<file path="config.mk">
export PLATFORM = sky130hd
export DESIGN_NAME = epoch_to_utc_calendar
export DESIGN_NICKNAME = d
export VERILOG_FILES = /design/src/rtl/etuc_pkg.sv /design/src/rtl/etuc_sub.sv /design/src/rtl/epoch_to_utc_calendar.sv
export SDC_FILE = /design/constraint.sdc
export NUM_CORES = 1
export LEC_CHECK = 0
export BUFFER_PORTS_ARGS = -buffer_cell sky130_fd_sc_hd__clkbuf_2
export CAP_MARGIN = 15
export CORE_ASPECT_RATIO = 0.75
export CORE_MARGIN = 4
export CORE_UTILIZATION = 40
export DETAILED_ROUTE_END_ITERATION = 16
export PLACE_DENSITY = 0.53
export SETUP_SLACK_MARGIN = 0.3
export SYNTH_ARGS = -nofsm -noshare
export SYNTH_HDL_FRONTEND = slang
export SYNTH_SLANG_ARGS = --single-unit
</file>
<file path="constraint.sdc">
create_clock -name clk -period 8.25 [get_ports clk]
set_input_delay 0 -clock clk [delete_from_list [all_inputs] [get_ports clk]]
set_output_delay 0 -clock clk [all_outputs]
set_load 0.01 [all_outputs]
</file>
<file path="src/rtl/etuc_pkg.sv">
// Package for the epoch to UTC calendar block: sequencer states, constants, calendar functions.
`default_nettype none

package etuc_pkg;

  localparam int DEFAULT_EPOCH_BITS = 36;
  localparam int MIN_SUB_BITS       = 18;
  localparam int SECS_PER_DAY       = 86400;
  localparam int SECS_PER_HOUR      = 3600;
  localparam int SECS_PER_MIN       = 60;
  localparam int DAYS_PER_400Y      = 146097;
  localparam int DAYS_PER_WEEK      = 7;
  localparam int YEARS_PER_CYCLE    = 400;
  localparam int YEAR_BASE          = 70;
  localparam int CYCLE_POS_START    = 370;
  localparam int HOUR_STEPS         = 5;
  localparam int MIN_STEPS          = 6;
  localparam int WDAY_STEPS         = 15;

  localparam logic [3:0] MONTH_JAN = 4'd0;
  localparam logic [3:0] MONTH_FEB = 4'd1;
  localparam logic [3:0] MONTH_APR = 4'd3;
  localparam logic [3:0] MONTH_JUN = 4'd5;
  localparam logic [3:0] MONTH_SEP = 4'd8;
  localparam logic [3:0] MONTH_NOV = 4'd10;
  localparam logic [3:0] MONTH_DEC = 4'd11;

  typedef enum logic [3:0] {
    S_IDLE,
    S_DAY,
    S_HOUR,
    S_MIN,
    S_CYC,
    S_WDAY,
    S_YEAR4,
    S_YEAR1,
    S_MONTH,
    S_WRITE
  } state_t;

  function automatic logic [8:0] cycle_add(input logic [8:0] pos, input logic [2:0] step);
    logic [9:0] sum;
    sum = {1'b0, pos} + {7'd0, step};
    if (sum >= 10'(YEARS_PER_CYCLE)) begin
      return 9'(sum - 10'(YEARS_PER_CYCLE));
    end
    return sum[8:0];
  endfunction

  function automatic logic is_leap(input logic [8:0] pos);
    return (pos[1:0] == 2'b00) && (pos != 9'd100) && (pos != 9'd200) && (pos != 9'd300);
  endfunction

  function automatic logic [10:0] len_4y(input logic [8:0] pos);
    logic leap4;
    leap4 = is_leap(pos) | is_leap(cycle_add(pos, 3'd1)) |
            is_leap(cycle_add(pos, 3'd2)) | is_leap(cycle_add(pos, 3'd3));
    return leap4 ? 11'd1461 : 11'd1460;
  endfunction

  function automatic logic [8:0] len_1y(input logic [8:0] pos);
    return is_leap(pos) ? 9'd366 : 9'd365;
  endfunction

  function automatic logic [4:0] month_days(input logic [3:0] mon, input logic leap);
    logic [4:0] len;
    case (mon) inside
      MONTH_FEB: len = leap ? 5'd29 : 5'd28;
      MONTH_APR, MONTH_JUN, MONTH_SEP, MONTH_NOV: len = 5'd30;
      default: len = 5'd31;
    endcase
    return len;
  endfunction

endpackage

`default_nettype wire

</file>
<file path="src/rtl/etuc_sub.sv">
// Shared subtract and compare unit for the calendar sequencer.
`default_nettype none

module etuc_sub #(
  parameter int WIDTH = etuc_pkg::MIN_SUB_BITS
) (
  input  wire logic [WIDTH-1:0] a,
  input  wire logic [WIDTH-1:0] b,
  output logic      [WIDTH-1:0] diff,
  output logic                  ge
);

  logic [WIDTH:0] full;

  assign full = {1'b0, a} - {1'b0, b};
  assign diff = full[WIDTH-1:0];
  assign ge   = ~full[WIDTH];

endmodule

`default_nettype wire

</file>
<file path="src/rtl/epoch_to_utc_calendar.sv">
// Top level: seconds since 1970 to broken-down Gregorian UTC date and time.
//
//  channel | signals                          | direction | content
//  --------+----------------------------------+-----------+-------------------------------
//  in      | in_valid, in_ready               | to block  | epoch_seconds
//  out     | out_valid, out_ready             | from block| second .. day_of_month
//
// One beat runs a restoring division by shift and subtract, then up to 99 four-year strides and
// up to 3 single years, each of these walks closed by one failing compare, then up to 11 months,
// closed by a failing compare or by reaching December, and one write step.
// Division and walk steps share one subtract and compare unit; reset clears the sequencer
// and the output valid. A finished result sits in the output register; the next beat is
// taken meanwhile, and a result that finishes before the register frees holds in its write step.
`default_nettype none

module epoch_to_utc_calendar #(
  parameter int EPOCH_BITS = etuc_pkg::DEFAULT_EPOCH_BITS
) (
  input  wire logic                  clk,
  input  wire logic                  rst,
  input  wire logic                  in_valid,
  output logic                       in_ready,
  input  wire logic [EPOCH_BITS-1:0] epoch_seconds,
  output logic                       out_valid,
  input  wire logic                  out_ready,
  output logic      [5:0]            second,
  output logic      [5:0]            minute,
  output logic      [4:0]            hour,
  output logic      [2:0]            weekday,
  output logic      [11:0]           year_from_1900,
  output logic      [8:0]            day_of_year,
  output logic      [3:0]            month,
  output logic      [4:0]            day_of_month
);

  import etuc_pkg::*;

  localparam int DAY_BITS = EPOCH_BITS - 16;
  localparam int CYC_BITS = (DAY_BITS >= 18) ? DAY_BITS - 17 : 1;
  localparam int SUB_W    = (DAY_BITS > MIN_SUB_BITS) ? DAY_BITS : MIN_SUB_BITS;
  localparam int CNT_W    = $clog2(EPOCH_BITS);

  state_t state, state_next;

  logic [EPOCH_BITS-1:0] num_q, num_next, num_shift;
  logic [17:0]           aux_q, aux_next;
  logic [SUB_W-1:0]      dval_q, dval_next;
  logic [CNT_W-1:0]      cnt_q, cnt_next;
  logic [4:0]            hr_q, hr_next;
  logic [5:0]            mn_q, mn_next;
  logic [5:0]            sc_q, sc_next;
  logic [CYC_BITS-1:0]   cyc_q, cyc_next;
  logic [11:0]           year_q, year_next;
  logic [8:0]            pos_q, pos_next;
  logic [8:0]            doy_q, doy_next;
  logic [3:0]            mon_q, mon_next;
  logic                  out_valid_next;
  logic                  load_out;

  logic [SUB_W-1:0] a_op, b_op, diff, keep;
  logic             ge;
  logic [2:0]       wd_mod;
  logic [2:0]       wd_val;

  etuc_sub #(
    .WIDTH(SUB_W)
  ) u_sub (
    .a   (a_op),
    .b   (b_op),
    .diff(diff),
    .ge  (ge)
  );

  assign keep      = ge ? diff : a_op;
  assign num_shift = {num_q[EPOCH_BITS-2:0], ge};
  assign wd_mod    = aux_q[2:0];
  assign wd_val    = (wd_mod >= 3'd3) ? 3'(wd_mod - 3'd3) : 3'(wd_mod + 3'd4);
  assign in_ready  = (state == S_IDLE);

  always_ff @(posedge clk) begin
    if (rst) begin
      state     <= S_IDLE;
      out_valid <= 1'b0;
    end else begin
      state     <= state_next;
      out_valid <= out_valid_next;
    end
  end

  always_ff @(posedge clk) begin
    num_q  <= num_next;
    aux_q  <= aux_next;
    dval_q <= dval_next;
    cnt_q  <= cnt_next;
    hr_q   <= hr_next;
    mn_q   <= mn_next;
    sc_q   <= sc_next;
    cyc_q  <= cyc_next;
    year_q <= year_next;
    pos_q  <= pos_next;
    doy_q  <= doy_next;
    mon_q  <= mon_next;
    if (load_out) begin
      second         <= sc_q;
      minute         <= mn_q;
      hour           <= hr_q;
      weekday        <= wd_val;
      year_from_1900 <= year_q;
      day_of_year    <= doy_q;
      month          <= mon_q;
      day_of_month   <= 5'(dval_q[4:0] + 5'd1);
    end
  end

  always_comb begin
    state_next     = state;
    num_next       = num_q;
    aux_next       = aux_q;
    dval_next      = dval_q;
    cnt_next       = cnt_q;
    hr_next        = hr_q;
    mn_next        = mn_q;
    sc_next        = sc_q;
    cyc_next       = cyc_q;
    year_next      = year_q;
    pos_next       = pos_q;
    doy_next       = doy_q;
    mon_next       = mon_q;
    out_valid_next = out_valid && !out_ready;
    load_out       = 1'b0;
    a_op           = '0;
    b_op           = '0;

    unique case (state)
      S_IDLE: begin
        if (in_valid) begin
          num_next   = epoch_seconds;
          aux_next   = '0;
          cnt_next   = CNT_W'(EPOCH_BITS - 1);
          state_next = S_DAY;
        end
      end
      S_DAY: begin
        a_op     = SUB_W'({aux_q[16:0], num_q[EPOCH_BITS-1]});
        b_op     = SUB_W'(SECS_PER_DAY);
        num_next = num_shift;
        aux_next = keep[17:0];
        cnt_next = cnt_q - 1'b1;
        if (cnt_q == '0) begin
          dval_next  = SUB_W'(num_shift[DAY_BITS-1:0]);
          cnt_next   = CNT_W'(HOUR_STEPS - 1);
          state_next = S_HOUR;
        end
      end
      S_HOUR: begin
        a_op     = SUB_W'(aux_q);
        b_op     = SUB_W'(SECS_PER_HOUR) << cnt_q;
        hr_next  = {hr_q[3:0], ge};
        aux_next = keep[17:0];
        cnt_next = cnt_q - 1'b1;
        if (cnt_q == '0) begin
          cnt_next   = CNT_W'(MIN_STEPS - 1);
          state_next = S_MIN;
        end
      end
      S_MIN: begin
        a_op     = SUB_W'(aux_q);
        b_op     = SUB_W'(SECS_PER_MIN) << cnt_q;
        mn_next  = {mn_q[4:0], ge};
        aux_next = keep[17:0];
        cnt_next = cnt_q - 1'b1;
        if (cnt_q == '0) begin
          sc_next    = keep[5:0];
          cnt_next   = CNT_W'(CYC_BITS - 1);
          state_next = S_CYC;
        end
      end
      S_CYC: begin
        a_op      = dval_q;
        b_op      = SUB_W'(DAYS_PER_400Y) << cnt_q;
        cyc_next  = CYC_BITS'({cyc_q, ge});
        dval_next = keep;
        cnt_next  = cnt_q - 1'b1;
        if (cnt_q == '0) begin
          aux_next   = keep[17:0];
          cnt_next   = CNT_W'(WDAY_STEPS - 1);
          state_next = S_WDAY;
        end
      end
      S_WDAY: begin
        a_op     = SUB_W'(aux_q);
        b_op     = SUB_W'(DAYS_PER_WEEK) << cnt_q;
        aux_next = keep[17:0];
        cnt_next = cnt_q - 1'b1;
        if (cnt_q == '0) begin
          year_next  = 12'(32'(YEAR_BASE) + 32'(cyc_q) * 32'(YEARS_PER_CYCLE));
          pos_next   = 9'(CYCLE_POS_START);
          state_next = S_YEAR4;
        end
      end
      S_YEAR4: begin
        a_op = dval_q;
        b_op = SUB_W'(len_4y(pos_q));
        if (ge) begin
          dval_next = diff;
          year_next = year_q + 12'd4;
          pos_next  = cycle_add(pos_q, 3'd4);
        end else begin
          state_next = S_YEAR1;
        end
      end
      S_YEAR1: begin
        a_op = dval_q;
        b_op = SUB_W'(len_1y(pos_q));
        if (ge) begin
          dval_next = diff;
          year_next = year_q + 12'd1;
          pos_next  = cycle_add(pos_q, 3'd1);
        end else begin
          doy_next   = dval_q[8:0];
          mon_next   = MONTH_JAN;
          state_next = S_MONTH;
        end
      end
      S_MONTH: begin
        a_op = dval_q;
        b_op = SUB_W'(month_days(mon_q, is_leap(pos_q)));
        if (ge && (mon_q != MONTH_DEC)) begin
          dval_next = diff;
          mon_next  = mon_q + 4'd1;
        end else begin
          state_next = S_WRITE;
        end
      end
      S_WRITE: begin
        if (!out_valid || out_ready) begin
          load_out       = 1'b1;
          out_valid_next = 1'b1;
          state_next     = S_IDLE;
        end
      end
      default: begin
        state_next = S_IDLE;
      end
    endcase
  end

`ifndef ASSERT_OFF
  assert property (@(posedge clk) disable iff (rst)
    $rose(out_valid) |-> $past(state) == S_WRITE)
    else $error("result raised without a write step");

  assert property (@(posedge clk) disable iff (rst)
    state == S_DAY |-> aux_q < 18'(SECS_PER_DAY))
    else $error("day remainder out of range");

  assert property (@(posedge clk) disable iff (rst)
    (state == S_YEAR1 || state == S_MONTH) |-> pos_q < 9'(YEARS_PER_CYCLE))
    else $error("cycle position out of range");

  assert property (@(posedge clk) disable iff (rst)
    state == S_MONTH |-> mon_q <= MONTH_DEC)
    else $error("month walk overran December");
`endif

endmodule

`default_nettype wire
</file>
==> results.txt <==
Startpoint type of the worst setup path - register
GRT Resource Usage Total - 19.0%
Leak - 5.10 nW
Vias in the first global route - 8665
Comb pwr share - 48.1%
Cells on worst reg2reg path - 24
ANT cells - 0
Worst Hold Class - primary input to register
DRT antenna net count - 0
Crit share post-route - 87.0%
Main flop type after synthesis - edfxtp_1
Final setup fails - 0
Setup Buffers After CTS - 0
Post-CTS resize count - 0
EDFF count, synth - 184
Fmax - 139 MHz
Synth Instances - 1144
Cell Chain, Critical Path - ha_1 -> nand4_1 -> xor2_1 -> ha_1 -> nand3_1 -> o211a_1 -> o21ai_1 -> mux2i_1 -> inv_1 -> or4_1 -> nand4_1 -> nand4_1 -> ha_1 -> fa_1 -> nor2b_1 -> o2111ai_1 -> and3_1 -> nor3_2 -> o21ai_1 -> a21o_1 -> and2_4 -> inv_6 -> a21oi_1 -> nor4b_1
First-pass GRT wire length - 48500 um
Slew margin rel. - 24.4%
Nets - 1346
I/O pins - 92
Clk_skew - 0.0161 ns
Inst Count DP - 1583
Area of the multi-input gates - 5710 sq um
Register Area - 5630 sq um
Peak supply drop - 0.000265 V
CTS Root Cell - clkbuf_16
Clock slew at reported path FFs - 0.08 ns
Flip-flop and latch count after synthesis - 189
Pre-CTS setup slack - 1.18 ns
Initial antenna violation count - 0
Mapped Avg Cell Area - 10.3 sq um
Status - finished clean
Int Power - 2.58 mW
Clk pwr share - 19.1%
Sequential cell area fraction in the yosys report - 47.7%
Area of the die - 32400 sq um
Die Y - 157 um
Critical path required time - 8.32 ns
Worst skew pair latency - 0.45 ns
Non-Filler Instances - 1652
Residual DRC - 0
CTS Buf Count - 17
Pre-antenna DRT Iters - 7
Power share of the sequential group - 32.8%
CP Buf/Inv Count - 2
CP Capture Type - register
CP max-delay cell - nor4b_1
Fraction of registers with async set/reset - 0%
Die X - 206 um
CTS sink cnt - 189
Vias - 9244
Hold buffer count at CTS - 38
Synth area leader - edfxtp_1
Max-slew violations - 0
CP max FO - 21
H-tree depth - 4
Worst path max stage delay - 0.76 ns
Final Total Pwr - 4.40 mW
Vias/cell - 5.60
Setup TNS Final - 0 ns
Port bufs - 91
Net count of the mapped netlist - 1242
CTS tree - yes
RSZ-0062 raised after global routing - no
Family with the most delay on the worst path - simple AND/OR/NAND/NOR gates
Power Density - 324 nW/um^2
CP Depth - 24
Drt wl/cell - 18.4 um
Most numerous cell in the Yosys netlist - edfxtp_1
Share of cells above drive strength 1 - 16.2%
Worst Tran Pin Value - 1.13 ns
Sw Share - 41.4%
GR Overflow Total - 0
Initial Util - 40.6%
Initial DRC Count - 799
Clk buf depth - 2
Core ar. - 29100 sq um
Switch Pwr - 1.82 mW
Total number of yosys warnings - 0
Distinct cells, synth - 85
Synth top area cells - edfxtp_1, ha_1, nand2_1
Layout filler cell count - 2765
Minimum clock period - 7.17 ns
Synth top area share - 46.8%
Detailed Route WL - 30400 um
Area grow syn2layout - 15.0%
Row cnt - 54
Synth top cells by count - edfxtp_1, nand2_1, nor2_1
CP arrival - 7.25 ns
Max cap viols - 0
Post-route worst setup slack - 1.08 ns
Final Hold Fails - 0
Cell Area, Synth - 11800 sq um
Final HPWL DP - 21500 um
Hold path depth - 6
GPL Wtd Cong - 0.905
Critical setup path kind - register to register
Largest net degree at the start of global routing - 63
[worst reg2reg max path: stages, from the launching register on]
cell	delay (ns)
edfxtp_1	0.65
ha_1	0.39
nand4_1	0.15
xor2_1	0.41
ha_1	0.23
nand3_1	0.09
o211a_1	0.22
o21ai_1	0.34
mux2i_1	0.31
inv_1	0.07
or4_1	0.46
nand4_1	0.10
nand4_1	0.16
ha_1	0.26
fa_1	0.41
nor2b_1	0.19
o2111ai_1	0.15
and3_1	0.21
nor3_2	0.25
o21ai_1	0.14
a21o_1	0.24
and2_4	0.22
inv_6	0.24
a21oi_1	0.15
nor4b_1	0.76
[cell families (layout without fill, tap and decap cells)]
| logic type | Yosys count | in the layout | synth area share (%) |
|---|---|---|---|
| AOI/OAI and AO/OA | 299 | 299 | 16.6 |
| and+or+nand+nor | 362 | 362 | 14.8 |
| adders and majority gates | 58 | 58 | 6.21 |
| DFF | 189 | 189 | 47.7 |
| buffers and inverters | 109 | 225 | 4.13 |
| muxes | 61 | 61 | 5.63 |
| xor gates and xnor gates | 66 | 66 | 5.02 |
[power groups by stage]
stage	combinational, mW	sequential (mW)	clock [mW]
final	2.11	1.44	0.841
after global routing	2.34	1.46	0.908
after CTS	2.11	1.44	0.866
after detailed placement	2.08	1.46	0
after global placement	2.06	1.46	0
after floorplan	1.64	1.40	0
[per-layer routing]
layer | global-route usage (%) | up-vias | wire, um
met2 | 27.1 | 315 | 12600
met1 | 29.8 | 4411 | 15200
met3 | 3.94 | 21 | 2310
met5 | 0 | - | 0
met4 | 3.99 | 0 | 325
li1 | - | 4497 | -
[cell type report]
type	count	area share (%)
multi-input cells	846	42.1
flip-flops and latches	189	41.4
repair buffers	148	7.21
well taps	392	3.61
clock buffers	17	3.13
inverters	46	1.31
clock inverters	14	1.25
[metrics by stage]
step           hold WS [ns]  utilization (%)  instance area (sq um)
2_1_floorplan        0.0691                -                  11800
3_3_place_gp          0.284             43.4                  12600
3_5_place_dp          0.285             43.4                  12600
4_1_cts               0.214             46.7                  13600
5_1_grt               0.281             46.7                  13600
6_report              0.238             46.7                  13600
[worst paths after layout]
kind            start              to  slack, ns
min reg2reg  doy_q[0]  day_of_year[0]       0.42
max reg2reg  pos_q[2]        pos_q[0]       1.08
min          in_valid        state[1]       0.24
max          pos_q[2]        pos_q[0]       1.08
[placed cells by master, fill, tap and decap left out, types with 12 or more instances in the layout]
| master | netlist | layout |
|---|---|---|
| edfxtp_1 | 184 | 184 |
| nand2_1 | 121 | 121 |
| nor2_1 | 92 | 92 |
| clkbuf_2 | 0 | 91 |
| a21oi_1 | 76 | 75 |
| ha_1 | 57 | 57 |
| o21ai_0 | 51 | 51 |
| inv_1 | 43 | 43 |
| xnor2_1 | 40 | 40 |
| mux2_2 | 39 | 39 |
| dlygate4sd3_1 | 0 | 38 |
| nand3_1 | 36 | 36 |
| a22oi_1 | 34 | 34 |
| xor2_1 | 24 | 24 |
| mux2i_1 | 20 | 20 |
| o21ai_1 | 20 | 20 |
| buf_4 | 4 | 19 |
| clkbuf_16 | 0 | 17 |
| nand2b_1 | 14 | 14 |
| o211ai_1 | 14 | 14 |
| nor2b_1 | 13 | 13 |
| nor3_1 | 14 | 12 |
| nand4_1 | 12 | 12 |
| or3_1 | 12 | 12 |
[registers in the layout (all words and copies together) (netlist names)]
signal          cells
dval_q             20
aux_q              18
hr_q                5
year_from_1900     12
num_q              36
minute              6
year_q             12
sc_q                6
cyc_q               3
day_of_year         9
out_valid           1
hour                5
state               4
second              6
cnt_q               6
doy_q               9
pos_q               9
day_of_month        5
mon_q               4
month               4
mn_q                6
weekday             3
Power figures use the tool's default switching activity.
